<file path="config.mk">
export PLATFORM = sky130hd
export DESIGN_NAME = rsd_sqrt
export DESIGN_NICKNAME = d
export VERILOG_FILES = /design/src/hw/rtl/radial_stick_deadzone_top_macros.svh /design/src/hw/rtl/rsd_pkg.sv /design/src/hw/rtl/rsd_sqrt.sv
export SDC_FILE = /design/constraint.sdc
export NUM_CORES = 1
export LEC_CHECK = 0
export BUFFER_PORTS_ARGS = -buffer_cell sky130_fd_sc_hd__buf_2
export CAP_MARGIN = 20
export CORE_ASPECT_RATIO = 1.4
export CORE_MARGIN = 2
export CORE_UTILIZATION = 55
export CTS_CLUSTER_DIAMETER = 150
export CTS_CLUSTER_SIZE = 12
export DETAILED_ROUTE_END_ITERATION = 10
export GPL_TIMING_DRIVEN = 0
export PLACE_DENSITY = 0.74
export RECOVER_POWER = 100
export SLEW_MARGIN = 30
export SYNTH_ARGS = -nofsm -noshare
export SYNTH_HDL_FRONTEND = slang
export SYNTH_SLANG_ARGS = --single-unit
</file>
<file path="constraint.sdc">
create_clock -name clk -period 2.4 [get_ports clk]
set_clock_uncertainty 0.05 [all_clocks]
set_input_delay 0.12 -clock clk [delete_from_list [all_inputs] [get_ports clk]]
set_output_delay 0.12 -clock clk [all_outputs]
set_load 0.05 [all_outputs]
</file>
<file path="src/hw/rtl/radial_stick_deadzone_top_macros.svh">
// Assertion macros for the radial stick dead zone block.
`ifndef RADIAL_STICK_DEADZONE_TOP_MACROS_SVH
`define RADIAL_STICK_DEADZONE_TOP_MACROS_SVH
`ifndef NO_ASSERTIONS
`define RSD_ASSERT(lbl, clk_s, rstn_s, prop, msg) \
  lbl: assert property (@(posedge clk_s) disable iff (!rstn_s) prop) else $error(msg);
`define RSD_NEVER(lbl, clk_s, rstn_s, expr, msg) \
  lbl: assert property (@(posedge clk_s) disable iff (!rstn_s) !(expr)) else $error(msg);
`else
`define RSD_ASSERT(lbl, clk_s, rstn_s, prop, msg)
`define RSD_NEVER(lbl, clk_s, rstn_s, expr, msg)
`endif
`endif

</file>
<file path="src/hw/rtl/rsd_pkg.sv">
// Shared types and constants for the radial stick dead zone block.
package rsd_pkg;
  localparam int SB = 16;              // sample width
  localparam int RW = SB - 1;          // magnitude register / quotient width
  localparam int SQW = 2 * SB;         // squared sum width
  localparam int NW = SB + RW;         // dividend / divisor width
  localparam int PW = NW + RW;         // dividend times full scale
  localparam int SQRT_LAT = SB;        // one root bit per stage
  localparam int DIV_LAT = RW;         // one quotient bit per stage
  localparam int ST_MAG = 2 + SQRT_LAT;
  localparam int ST_M1 = ST_MAG + 1;
  localparam int ST_M2 = ST_M1 + 1;
  localparam int ST_M3 = ST_M2 + 1;
  localparam int ST_DIV = ST_M3 + DIV_LAT;
  localparam int SIDE_LAT = ST_DIV + 1;
  localparam int PIPE_LAT = SIDE_LAT + 1;
  localparam int CFG_IDX_W = 1;
  localparam logic [CFG_IDX_W-1:0] CFG_INNER = 1'b0;
  localparam logic [CFG_IDX_W-1:0] CFG_OUTER = 1'b1;
  localparam logic [RW-1:0] INNER_RST = RW'(3277);
  localparam logic [RW-1:0] OUTER_RST = RW'(29491);
  localparam logic [SB-1:0] MOST_NEG = {1'b1, {RW{1'b0}}};

  typedef struct packed {
    logic signed [SB-1:0] left_x;
    logic signed [SB-1:0] left_y;
    logic signed [SB-1:0] right_x;
    logic signed [SB-1:0] right_y;
    logic signed [SB-1:0] left_trig;
    logic signed [SB-1:0] right_trig;
  } in_t;

  typedef struct packed {
    logic signed [SB-1:0] out_left_x;
    logic signed [SB-1:0] out_left_y;
    logic signed [SB-1:0] out_right_x;
    logic signed [SB-1:0] out_right_y;
    logic [RW-1:0] out_left_trig;
    logic [RW-1:0] out_right_trig;
  } out_t;

  // per-item data that rides alongside the arithmetic
  typedef struct packed {
    logic [1:0][1:0] neg;
    logic [1:0][1:0][SB-1:0] ab;
    logic [1:0][RW-1:0] trig;
  } side_t;
endpackage

</file>
<file path="src/hw/rtl/rsd_sqrt.sv">
// Pipelined floor square root, one root bit per stage.
module rsd_sqrt import rsd_pkg::*; (
  input  logic           clk,
  input  logic [SQW-1:0] rad,
  output logic [SB-1:0]  root
);
  logic [SQW-1:0] rem_r  [SQRT_LAT];
  logic [SB-1:0]  root_r [SQRT_LAT];
  logic [SQW-1:0] rem_in [SQRT_LAT];
  logic [SB-1:0]  root_in [SQRT_LAT];

  genvar j;
  generate
    for (j = 0; j < SQRT_LAT; j++) begin : g_stg
      localparam int BI = SB - 1 - j;
      logic [SQW+1:0] trial;
      if (j == 0) begin : g_first
        assign rem_in[j]  = rad;
        assign root_in[j] = '0;
      end else begin : g_next
        assign rem_in[j]  = rem_r[j-1];
        assign root_in[j] = root_r[j-1];
      end
      // (2*root + 2^i) * 2^i, root has no bits at or below i yet
      assign trial = ((SQW+2)'(root_in[j]) << (BI + 1)) | ((SQW+2)'(1) << (2 * BI));
      always_ff @(posedge clk) begin
        if ((SQW+2)'(rem_in[j]) >= trial) begin
          rem_r[j]  <= SQW'((SQW+2)'(rem_in[j]) - trial);
          root_r[j] <= root_in[j] | (SB'(1) << BI);
        end else begin
          rem_r[j]  <= rem_in[j];
          root_r[j] <= root_in[j];
        end
      end
    end
  endgenerate

  assign root = root_r[SQRT_LAT-1];
endmodule

</file>
Word-level counts from Yosys, hierarchy flattened:

Memory sizes are Yosys's and may differ from the RTL's.
Index checks and enable logic that the tools add are counted.

* flip-flop bits (word level): 0
* bits in writable memories: 768
* output and inout bits: 16
* memories: 2

Memory list
* rem_r: words 16, bits a word 32, rd ports 15, clocked after memory_dff 0, wr ports 16, line rsd_sqrt.sv:7 `logic [SQW-1:0] rem_r [SQRT_LAT];`
* root_r: words 16, bits a word 16, rd ports 16, clocked after memory_dff 0, wr ports 16, line rsd_sqrt.sv:8 `logic [SB-1:0] root_r [SQRT_LAT];`

* $add $sub $neg: 16
* order comparisons: 16
* muxes and demuxes: 80
* bitwise logic cells: 32

Operators with widths (number)
* $mux W32: 16
* $mux W16: 16
* $mux W1: 48
* $ge A32 B17 Y1: 1
* $ge A32 B18 Y1: 1
* $ge A32 B19 Y1: 1
* $ge A32 B20 Y1: 1
* $ge A32 B21 Y1: 1
* $ge A32 B22 Y1: 1
* $ge A32 B23 Y1: 1
* $ge A32 B24 Y1: 1
* $ge A32 B25 Y1: 1
* $ge A32 B26 Y1: 1
* $ge A32 B27 Y1: 1
* $ge A32 B28 Y1: 1
* $ge A32 B29 Y1: 1
* $ge A32 B30 Y1: 1
* $ge A32 B31 Y1: 1
* $ge A32 B31 Y1 const B: 1
* $or A1 B1 Y1: 32
* $sub A32 B17 Y32: 1
* $sub A32 B18 Y32: 1
* $sub A32 B19 Y32: 1
* $sub A32 B20 Y32: 1
* 12 further kinds: 12

Logic depth before layout (Yosys ltp):

An unclocked memory read counts as a cell.

* word-level depth: 5
* mapped depth: 13

Worst setup path after synthesis:

Ideal clock, no wire load.

* path kind: register to register
* from: memory root_r[6][15], in the netlist root_r[0][111]
* to: memory rem_r[0][246] (netlist name)
* setup time: 121 ps
* arrival time: 2247 ps
* data required time: 2229 ps
* setup slack: -17 ps
* stages on the path, launching flop included: 10
* clock period less this slack: 2417 ps
* cell sequence: dfxtp_1 -> inv_1 -> ha_1 -> nor4_2 -> nand2b_1 -> or3_1 -> nor3_1 -> a21boi_1 -> buf_2 -> mux2_2

RTL lines (line)
* start: declaration: rsd_sqrt.sv:8
* end: declaration: rsd_sqrt.sv:7

==> run_results.csv <==
group,metric,value,unit
placement,numPortBuffers,48,
yosys,syn-num-nets,2444,
worst_setup_path,slowest_stage,"or4b_4",
cells_and_area,layout.cells.non_filler,3081,
power,power,36.14,mW
worst_setup_path,crit_buf_inv,2,
yosys,synth_warnings,0,
cells_and_area,drive_above_1_share,0.2885,
worst_setup_path,endpoint_kind,"register",
yosys,syn_inst,2261,
drt,drtIter0Drc,786,
yosys,synth_compound_area_frac,0.1149,
worst_setup_path,worstPathRequired,2.83,ns
status,violations,"setup timing",
clock_network,cts_made_buffers,57,
cells_and_area,most-common-layout-cells,"dfxtp_1, inv_1, nor2_1",
yosys,synth_fa_ha_area_frac,0.08123,
power,p_leak,13.07,nW
yosys,avgSynthCellArea,10.22,um^2
yosys,yosys.cell_types.count,82,
yosys,synth-seq-cells,616,
die,die_w,177.2,um
worst_setup_path,arrival,3.12,ns
sta,relSlewSlack,0.3554,
grt,grt_max_degree,18,
yosys,synthTopCellsByArea,"dfxtp_1, ha_1, xnor2_1",
die,rows,88,
placement,place_inst,2849,
die,design.die.area,43690,um^2
die,pin_count,49,
drt,ant_nets,0,
cells_and_area,regArea,12400,um^2
min_path,hp-class,"input port to register",
yosys,synthFlopType,"dfxtp_1",
drt,routed_wl,63880,um
worst_setup_path,cp_top_family,"simple AND/OR/NAND/NOR gates",
yosys,synthArstFlopShare,0,
grt,grt_usage,0.2724,
yosys,yosys.area.top_type,"dfxtp_1",
die,die_h,246.5,um
cells_and_area,multi_input_area,12900,um^2
yosys,yosysSeqAreaShare,0.5337,
sta,clock.fmax,371.0,MHz
status,status,"complete, but fails checks",
flow_run,cap_viol_max_count,0,
grt,grt_overflow,0,
worst_setup_path,crit_path_max_incr_delay,0.46,ns
clock_network,cts-root-buf,"clkbuf_16",
drt,wl_per_cell,20.73,um
sta,rsz0062_at_grt,"yes",
cells_and_area,nFillCells,2585,
yosys,synth_mux_area_frac,0.008773,
yosys,synthXorXnorAreaFrac,0.07354,
min_path,min_from,"rad[19]",
clock_network,cts.clk_slew.worst_paths,0.06,ns
die,start_util,0.5596,
cells_and_area,diodes,0,
grt,grt_pass1_vias,18870,
drt,drt-pass1-iter-count,6,
power,ir_drop,0.0007930,V
clock_network,h-tree-depth,2,
worst_setup_path,startpoint,"root_r[1][37]",
clock_network,cts_buffer_depth,3,
drt,via_per_inst,5.712,
sta,finalCriticalPeriod,2.696,ns
yosys,synth_area,23100,um^2
placement,dpl.hpwl,40750,um
cells_and_area,nets,2722,
drt,drc,0,
worst_setup_path,timing.rr.start,"root_r[1][37]",
placement,gp_routability_congestion,0.9417,
cells_and_area,area_delta_synth_final,32.19,%
yosys,synth_edf_count,0,
clock_network,cts_tree,"built",
worst_setup_path,cp-start-kind,"register",
worst_setup_path,crit_type,"register to register",
yosys,synth_top_family_by_area,"simple AND/OR/NAND/NOR gates",
grt,antenna_found_initial,0,
cells_and_area,layout_commonest_cell,"dfxtp_1",
die,coreArea,41290,um^2
clock_network,clkLatencyLatePin,0.63,ns
worst_setup_path,path_cells,"inv_2 -> ha_4 -> or4b_4 -> nor4_4 -> nor3_2 -> o21ai_2 -> and4b_1 -> buf_6 -> nand3_2 -> xnor2_1",
sta,worst_slack,-0.2957,ns
yosys,synth-simple-area-share,0.1496,
sta,setup_viol,115,
sta,tightest_slew,0.9612,ns
sta,finalCritPeriodShare,1.123,
power,p_per_area,1183,nW/um^2
clock_network,cts.sinks,616,
yosys,netlist.area_leader.share,0.5337,
sta,hold_viol_final,0,
sta,slew_violations,0,
worst_setup_path,crit_fanout,6,
grt,grt_first_pass_wirelength,91880,um
drt,vias,17600,
cells by family (layout without fill, tap and decap cells):
family                     after synthesis  count (layout)
DFF                                    616             616
muxes                                   19              19
buffers and inverters                  220             500
AOI/OAI and AO/OA                      417             417
and+or+nand+nor                        645             645
xor gates and xnor gates               194             194
adders and majority gates              150             150
registers in the layout (all words and copies together) (netlist names):
| register | cells |
|---|---|
| root_r | 136 |
| rem_r | 480 |
metal layers:
layer	global-route usage	part of all wire
met1	0.1839	0.28
met3	0.03441	0.030
met4	0.2533	0.099
met5	0	0
met2	0.5875	0.59
where the power goes:
| group | total (mW) | switching [mW] | internal (mW) |
|---|---|---|---|
| registers | 15.1 | 2.29 | 12.8 |
| logic | 13.2 | 6.78 | 6.37 |
| clock network | 7.89 | 3.69 | 4.21 |
final cells by class:
cell class,instances,share of cell area
clock inverter,4,0.002786
sequential,616,0.4060
buffer,27,0.01184
clock buffer,57,0.04670
timing repair buffer,227,0.06428
multi-input combinational,1425,0.4225
inverter,185,0.02372
tap,540,0.02212
synth_stat cells, drive strengths merged (6+ instances only):
master   instances
dfxtp          616
inv            185
ha             150
nor2           148
a21oi          127
nand2          126
o21ai          111
xnor2           99
xor2            95
nor3            69
nor4            68
a21o            40
nand2b          34
o21a            29
nand3           28
nand4           27
a211oi          19
or3             19
buf             18
nor2b           18
nor4b           18
clkbuf          17
and3            14
or4             14
o31ai           13
nand3b          11
and2            10
mux2            10
o211ai          10
and4             9
mux2i            9
a2111oi          6
a211o            6
nand4b           6
nor3b            6
final timing paths:
check / end / slack [ns] / cells after the start
setup / recovery: rem_r[1][127] / -0.30 / 10
hold / removal: rem_r[0][19] / 0.11 / 2
setup reg to reg: rem_r[1][127] / -0.30 / 10
hold reg to reg: root_r[1][26] / 0.28 / 0
through the flow:
| step | util | worst slack (ns) | hold WS [ns] | setup TNS, ns | instance area, um^2 |
|---|---|---|---|---|---|
| after floorplan | - | 0.007779 | 0.09772 | 0 | 23110 |
| after global placement | 0.5820 | -1.514 | 0.1861 | -129.88 | 24030 |
| after detailed placement | 0.5823 | -1.117 | 0.1875 | -118.80 | 24040 |
| after CTS | 0.7063 | -0.2405 | 0.08427 | -7.574 | 29160 |
| after global routing | 0.7397 | -0.4070 | 0.1068 | -24.56 | 30540 |
| final | 0.7397 | -0.2957 | 0.1142 | -14.92 | 30540 |
timing repair:
action / CTS / global route
pin swaps: 141 / 141
hold buffers: 33 / 0
buffers inserted: 100 / 45
endpoints found under the hold margin: 33 / 0
endpoints found under the setup margin: 237 / 213
gates cloned: 7 / 2
gates resized for setup: 516 / 278
(Power assumes the default switching activity.)
