===== config.mk =====
export PLATFORM = sky130hd
export DESIGN_NAME = rsd_div
export DESIGN_NICKNAME = d
export VERILOG_FILES = /design/src/hw/rtl/radial_stick_deadzone_top_macros.svh /design/src/hw/rtl/rsd_pkg.sv /design/src/hw/rtl/rsd_div.sv
export SDC_FILE = /design/constraint.sdc
export NUM_CORES = 2
export LEC_CHECK = 0
export BUFFER_PORTS_ARGS = -buffer_cell sky130_fd_sc_hd__buf_2
export CELL_PAD_IN_SITES_DETAIL_PLACEMENT = 2
export CELL_PAD_IN_SITES_GLOBAL_PLACEMENT = 2
export CORE_MARGIN = 3
export CORE_UTILIZATION = 40
export CTS_CLUSTER_SIZE = 14
export DETAILED_ROUTE_END_ITERATION = 10
export PLACE_DENSITY_LB_ADDON = 0.1
export SKIP_CTS_REPAIR_TIMING = 1
export SYNTH_ARGS = -nofsm -noshare
export SYNTH_HDL_FRONTEND = slang
export SYNTH_SLANG_ARGS = --single-unit

===== constraint.sdc =====
create_clock -name clk -period 7.2 [get_ports clk]
set_input_delay 0.72 -clock clk [delete_from_list [all_inputs] [get_ports clk]]
set_output_delay 0.72 -clock clk [all_outputs]
set_load 0.01 [all_outputs]

===== src/hw/rtl/radial_stick_deadzone_top_macros.svh =====
// Assertion macros for the radial stick dead zone block.
`ifndef RADIAL_STICK_DEADZONE_TOP_MACROS_SVH
`define RADIAL_STICK_DEADZONE_TOP_MACROS_SVH
`ifndef NO_ASSERTIONS
`define RSD_ASSERT(lbl, clk_s, rstn_s, prop, msg) \
  lbl: assert property (@(posedge clk_s) disable iff (!rstn_s) prop) else $error(msg);
`define RSD_NEVER(lbl, clk_s, rstn_s, expr, msg) \
  lbl: assert property (@(posedge clk_s) disable iff (!rstn_s) !(expr)) else $error(msg);
`else
`define RSD_ASSERT(lbl, clk_s, rstn_s, prop, msg)
`define RSD_NEVER(lbl, clk_s, rstn_s, expr, msg)
`endif
`endif


===== src/hw/rtl/rsd_pkg.sv =====
// Shared types and constants for the radial stick dead zone block.
package rsd_pkg;
  localparam int SB = 16;              // sample width
  localparam int RW = SB - 1;          // magnitude register / quotient width
  localparam int SQW = 2 * SB;         // squared sum width
  localparam int NW = SB + RW;         // dividend / divisor width
  localparam int PW = NW + RW;         // dividend times full scale
  localparam int SQRT_LAT = SB;        // one root bit per stage
  localparam int DIV_LAT = RW;         // one quotient bit per stage
  localparam int ST_MAG = 2 + SQRT_LAT;
  localparam int ST_M1 = ST_MAG + 1;
  localparam int ST_M2 = ST_M1 + 1;
  localparam int ST_M3 = ST_M2 + 1;
  localparam int ST_DIV = ST_M3 + DIV_LAT;
  localparam int SIDE_LAT = ST_DIV + 1;
  localparam int PIPE_LAT = SIDE_LAT + 1;
  localparam int CFG_IDX_W = 1;
  localparam logic [CFG_IDX_W-1:0] CFG_INNER = 1'b0;
  localparam logic [CFG_IDX_W-1:0] CFG_OUTER = 1'b1;
  localparam logic [RW-1:0] INNER_RST = RW'(3277);
  localparam logic [RW-1:0] OUTER_RST = RW'(29491);
  localparam logic [SB-1:0] MOST_NEG = {1'b1, {RW{1'b0}}};

  typedef struct packed {
    logic signed [SB-1:0] left_x;
    logic signed [SB-1:0] left_y;
    logic signed [SB-1:0] right_x;
    logic signed [SB-1:0] right_y;
    logic signed [SB-1:0] left_trig;
    logic signed [SB-1:0] right_trig;
  } in_t;

  typedef struct packed {
    logic signed [SB-1:0] out_left_x;
    logic signed [SB-1:0] out_left_y;
    logic signed [SB-1:0] out_right_x;
    logic signed [SB-1:0] out_right_y;
    logic [RW-1:0] out_left_trig;
    logic [RW-1:0] out_right_trig;
  } out_t;

  // per-item data that rides alongside the arithmetic
  typedef struct packed {
    logic [1:0][1:0] neg;
    logic [1:0][1:0][SB-1:0] ab;
    logic [1:0][RW-1:0] trig;
  } side_t;
endpackage


===== src/hw/rtl/rsd_div.sv =====
// Pipelined restoring divider, one quotient bit per stage.
module rsd_div import rsd_pkg::*; (
  input  logic          clk,
  input  logic [PW-1:0] num,
  input  logic [NW-1:0] den,
  output logic [RW-1:0] quo
);
  logic [PW-1:0] r_r [DIV_LAT];
  logic [NW-1:0] d_r [DIV_LAT];
  logic [RW-1:0] q_r [DIV_LAT];
  logic [PW-1:0] r_in [DIV_LAT];
  logic [NW-1:0] d_in [DIV_LAT];
  logic [RW-1:0] q_in [DIV_LAT];

  genvar j;
  generate
    for (j = 0; j < DIV_LAT; j++) begin : g_stg
      localparam int BI = RW - 1 - j;
      logic [PW-1:0] ds;
      if (j == 0) begin : g_first
        assign r_in[j] = num;
        assign d_in[j] = den;
        assign q_in[j] = '0;
      end else begin : g_next
        assign r_in[j] = r_r[j-1];
        assign d_in[j] = d_r[j-1];
        assign q_in[j] = q_r[j-1];
      end
      assign ds = PW'(d_in[j]) << BI;
      always_ff @(posedge clk) begin
        d_r[j] <= d_in[j];
        if (r_in[j] >= ds) begin
          r_r[j] <= r_in[j] - ds;
          q_r[j] <= q_in[j] | (RW'(1) << BI);
        end else begin
          r_r[j] <= r_in[j];
          q_r[j] <= q_in[j];
        end
      end
    end
  endgenerate

  assign quo = q_r[DIV_LAT-1];
endmodule


**After elaboration in Yosys (flattened, before gate mapping)**

Memories as Yosys holds them, arrays and structs flattened.
Cells that the tools add are included.

- Add/sub/neg operators: 15
- Magnitude comparators: 15
- Multiplexer cells: 75
- Bitwise operators: 30

Operators with widths:

| operator | count |
|---|---|
| 46-bit 2-to-1 mux | 15 |
| 15-bit 2-to-1 mux | 15 |
| 46-bit by 31-bit >= comparator with 1-bit output | 1 |
| 46-bit by 32-bit >= comparator with 1-bit output | 1 |
| 46-bit by 33-bit >= comparator with 1-bit output | 1 |
| 46-bit by 34-bit >= comparator with 1-bit output | 1 |
| 46-bit by 35-bit >= comparator with 1-bit output | 1 |
| 46-bit by 36-bit >= comparator with 1-bit output | 1 |
| 46-bit by 37-bit >= comparator with 1-bit output | 1 |
| 46-bit by 38-bit >= comparator with 1-bit output | 1 |
| 46-bit by 39-bit >= comparator with 1-bit output | 1 |
| 46-bit by 40-bit >= comparator with 1-bit output | 1 |
| 46-bit by 41-bit >= comparator with 1-bit output | 1 |
| 46-bit by 42-bit >= comparator with 1-bit output | 1 |
| 46-bit by 43-bit >= comparator with 1-bit output | 1 |
| 46-bit by 44-bit >= comparator with 1-bit output | 1 |
| 46-bit by 45-bit >= comparator with 1-bit output | 1 |
| 46-bit by 31-bit subtractor with 46-bit output | 1 |
| 46-bit by 32-bit subtractor with 46-bit output | 1 |
| 46-bit by 33-bit subtractor with 46-bit output | 1 |
| 46-bit by 34-bit subtractor with 46-bit output | 1 |
| 46-bit by 35-bit subtractor with 46-bit output | 1 |
| 46-bit by 36-bit subtractor with 46-bit output | 1 |
| 46-bit by 37-bit subtractor with 46-bit output | 1 |
| 10 further kinds | 83 |

- Flip-flop bits (word level): 0
- Memory bits (writable): 1380
- Input port bits: 78
- Output and inout port bits: 15
- Word-level logic and storage cells: 138
- Memories kept: 3

Memory list:

| name | depth | bits a word | rd ports | clocked after Yosys merged registers in | write ports | RTL line | text |
|---|---|---|---|---|---|---|---|
| r_r | 15 | 46 | 14 | 0 | 15 | rsd_div.sv:8 | `logic [PW-1:0] r_r [DIV_LAT];` |
| d_r | 15 | 31 | 14 | 0 | 15 | rsd_div.sv:9 | `logic [NW-1:0] d_r [DIV_LAT];` |
| q_r | 15 | 15 | 15 | 0 | 15 | rsd_div.sv:10 | `logic [RW-1:0] q_r [DIV_LAT];` |

**Depth between registers and ports, before layout**

An unclocked memory read counts as a cell.

- Word-level depth: 5
- Depth in mapped cells: 16
- Mapped depth without buffers: 15

**Worst setup path after synthesis**

Ideal clock, no wire load.

- Path kind: input -> register
- From: in num[14]
- To: mem r_r[0][28] in the netlist's numbering
- Library setup time: 0.121 ns
- Arrival: 3.367 ns
- Setup slack: 3.712 ns
- Cell stages on the path: 15
- Path buffers: 2
- Cell sequence: inv_1 -> ha_1 -> inv_1 -> fa_1 -> a21o_1 -> a21oi_1 -> o21bai_1 -> a21oi_1 -> o2111ai_1 -> nand3_1 -> a41oi_1 -> a31o_2 -> buf_2 -> buf_2 -> mux2_2

RTL lines:

| element | RTL line | text |
|---|---|---|
| from (decl) | rsd_div.sv:4 | `input logic [PW-1:0] num,` |
| to (decl) | rsd_div.sv:8 |  |

==> flow_summary.toml <==
[run_status]
run_status = "finished, final reports clean"

[floorplanning]
die_h_um = 381.5
start_util_pct = 40.37
dieWidth_um = 381.5
num_rows = 137
coreArea_um2 = 139700
die_area_um2 = 145500
ios = 93

[logic_synthesis]
synth_cell_types = 108
synth_compound_area_share_pct = 18.82
synthAdderAreaFrac_pct = 10.81
synth_seq_cells = 1198
synth_top_family_by_area = "compound AO/OA/AOI/OAI gates"
synth.area.top_cells = "dfxtp_1 (43%), ha_1 (10%), a21oi_1 (5.3%)"
synthSimpleGateAreaFrac_pct = 13.69
ys_top_cells_by_count = "dfxtp_1 (1,198), a21oi_1 (600), inv_1 (598)"
synth.avg_cell_area_um2 = 8.995
synth-edff-count = 0
synth_xor_area_share_pct = 7.330
syn-num-nets = 6827
ys.flop_type = "dfxtp_1"
synthMuxAreaShare_pct = 1.466
synth.top_cell.area_share_pct = 42.53
synth-seq-area-share_pct = 42.53
yosysTopAreaCell = "dfxtp_1"
ys_warn_count = 0
synth_area_um2 = 56400
synthArstFlopShare_pct = 0
synthMostInstantiatedCell = "dfxtp_1"
synthCells = 6270

[timing]
finalCritPeriodShare_pct = 64.44
fmax_mhz = 215.5
setup-tns-final_ns = 0
worst_slew_pin_slew_ns = 1.179
setup_violations = 0
finalCriticalPeriod_ns = 4.640
hold_viol_final = 0
skew_ns = 0.04618
drv_slew = 0
slew_headroom_pct = 20.67
rsz0062_at_grt = "no"

[clocking]
cts_buffers = 142
cts_tree = "done"
cts_buffer_depth = 3
clock-sinks = 1198
path_clk_slew_ns = 0.06
clk_latency_ns = 0.80
clock-root-buffer = "clkbuf_16"
htree_levels = 4

[worst_setup_path]
cpMaxStageDelayCell = "a41oi_1"
cpMostUsedCell = "inv_1"
worstPathCellList = "inv_1 > ha_1 > inv_1 > fa_1 > a21o_1 > a21oi_1 > nor2_1 > o311ai_1 > nand2_1 > a41oi_1 > o31ai_4 > a31oi_4 > buf_4 > mux2_2"
end_kind = "flop"
rr_startpoint = "r_r[1][50]$_DFF_P_"
crit_buf_inv = 3
path_class = "reg2reg"
path_max_fanout = 57
r2r_slack_ns = 2.56
ff2ff_path_depth = 14
cp_slowest_stage_delay_ns = 0.59
cp.required_ns = 7.87
cp_top_family = "compound AO/OA/AOI/OAI gates"
r2r_end = "r_r[1][97]$_DFF_P_"
crit_arrival_ns = 5.31
critPathLaunchType = "flop"

[job]
maxCapViolations = 0

[placed_design]
port_buffers = 92
place.gp.congestion = 0.8917
dp_hpwl_um = 144800
place_area_um2 = 58760

[grt]
grt_pass1_wl_um = 293700
grt_start_max_net_pins = 64
overflow = 0
track_usage_pct = 25.43
grt_antenna_before_repair = 3
grt_pass1_vias = 51264

[power_and_ir_drop]
power_leakage_nw = 28.67
peakVddDrop_mv = 0.2246
power_density_nw_per_um2 = 499.8

[detailed_routing]
first_pass_iters = 4
vias_per_cell = 5.421
vias = 45283
drc = 0
ant_nets = 0
routed_wl_um = 186800
drt_iter0_drc = 1530
wire_per_inst_um = 22.35

[layout]
final_area_um2 = 63620
drive_above_1_share_pct = 7.860
nets = 6925
area_delta_synth_final_pct = 12.80

[worst_hold_path]
min_path_type = "in2reg"
holdPathStages = 1
holdPathEnd = "r_r[0][3]$_DFF_P_"
min_from = "num[3]"
## metrics by stage
stage               std cells  worst slack (ns)  hold slack, ns  utilization (%)  total power [mW]
finish                   8354             2.560         0.03871            45.54             31.80
global route             8354             2.286        0.007279            45.54             34.15
CTS                      8352             2.432        -0.02173            45.53             32.08
detailed placement       8100             2.481          0.3132            42.06             24.30
global placement         8097             1.423          0.3095            42.03             23.70
floorplan                6270             3.712          0.3096                -             20.16
## layout by cell type (no fill, tap or decap), drive strengths merged, types with 66 or more instances in the layout
cell type     n
dfxtp      1198
inv         610
a21oi       606
ha          465
nor2        455
nand2       429
o21ai       384
xnor2       275
a21o        256
xor2        197
clkbuf      197
nand3       124
buf         120
nand4        92
nor3         87
nand2b       68
mux2         66
## sequential cells by signal (all words and copies together) (netlist names)
register,count
r_r,644
d_r,434
q_r,120
## worst max path at each step
stage	to	cells past startpoint	startpoint	slack, ns
5_1_grt	r_r[0][319]$_DFF_P_	15	d_r[0][184]$_DFF_P_	2.29
6_report	r_r[1][97]$_DFF_P_	14	r_r[1][50]$_DFF_P_	2.56
3_3_place_gp	r_r[0][319]$_DFF_P_	14	d_r[0][184]$_DFF_P_	1.42
4_1_cts	r_r[0][319]$_DFF_P_	15	d_r[0][176]$_DFF_P_	2.43
2_1_floorplan	r_r[0][28]$_DFF_P_	15	num[14]	3.71
3_5_place_dp	r_r[0][319]$_DFF_P_	15	d_r[0][176]$_DFF_P_	2.48
## area by class of cell
class | instances | area, um^2
Fill cell | 14987 | 76090
Tap cell | 1876 | 2347
Multi-Input combinational cell | 4303 | 29490
Inverter | 603 | 2263
Clock buffer | 197 | 4103
Sequential cell | 1198 | 23980
Clock inverter | 55 | 752.0
Timing Repair Buffer | 120 | 670.6
Antenna cell | 2 | 5.005
## power breakdown
group	internal [mW]	total (mW)	leakage, nW	switching (mW)
combinational	5.94	14.3	16.2	8.39
clock	4.38	7.37	2.36	2.99
sequential	8.62	10.1	10.1	1.47
total	18.9	31.8	28.7	12.9
## kinds of logic after synthesis
kind of cell,Yosys count
AOI/OAI and AO/OA,1697
xor gates and xnor gates,472
adders and majority gates,479
buffers and inverters,769
DFF,1198
muxes,71
and+or+nand+nor,1584
## worst register-to-register path: cells and delay by family, from the launching register on
kind                       cells  cell delay, ns
AOI/OAI and AO/OA              6            2.12
buffers and inverters          3            0.66
adders and majority gates      2            0.61
muxes                          1            0.45
and+or+nand+nor                2            0.40
DFF                            1            0.30
## layer usage
layer	wire length [um]	GRT usage [%]	up-vias
met5	0	0	-
met4	9252	11.99	0
met3	3711	2.985	365
met2	105200	51.84	559
met1	68610	25.02	22401
li1	-	-	21958
(Power assumes the default switching activity.)
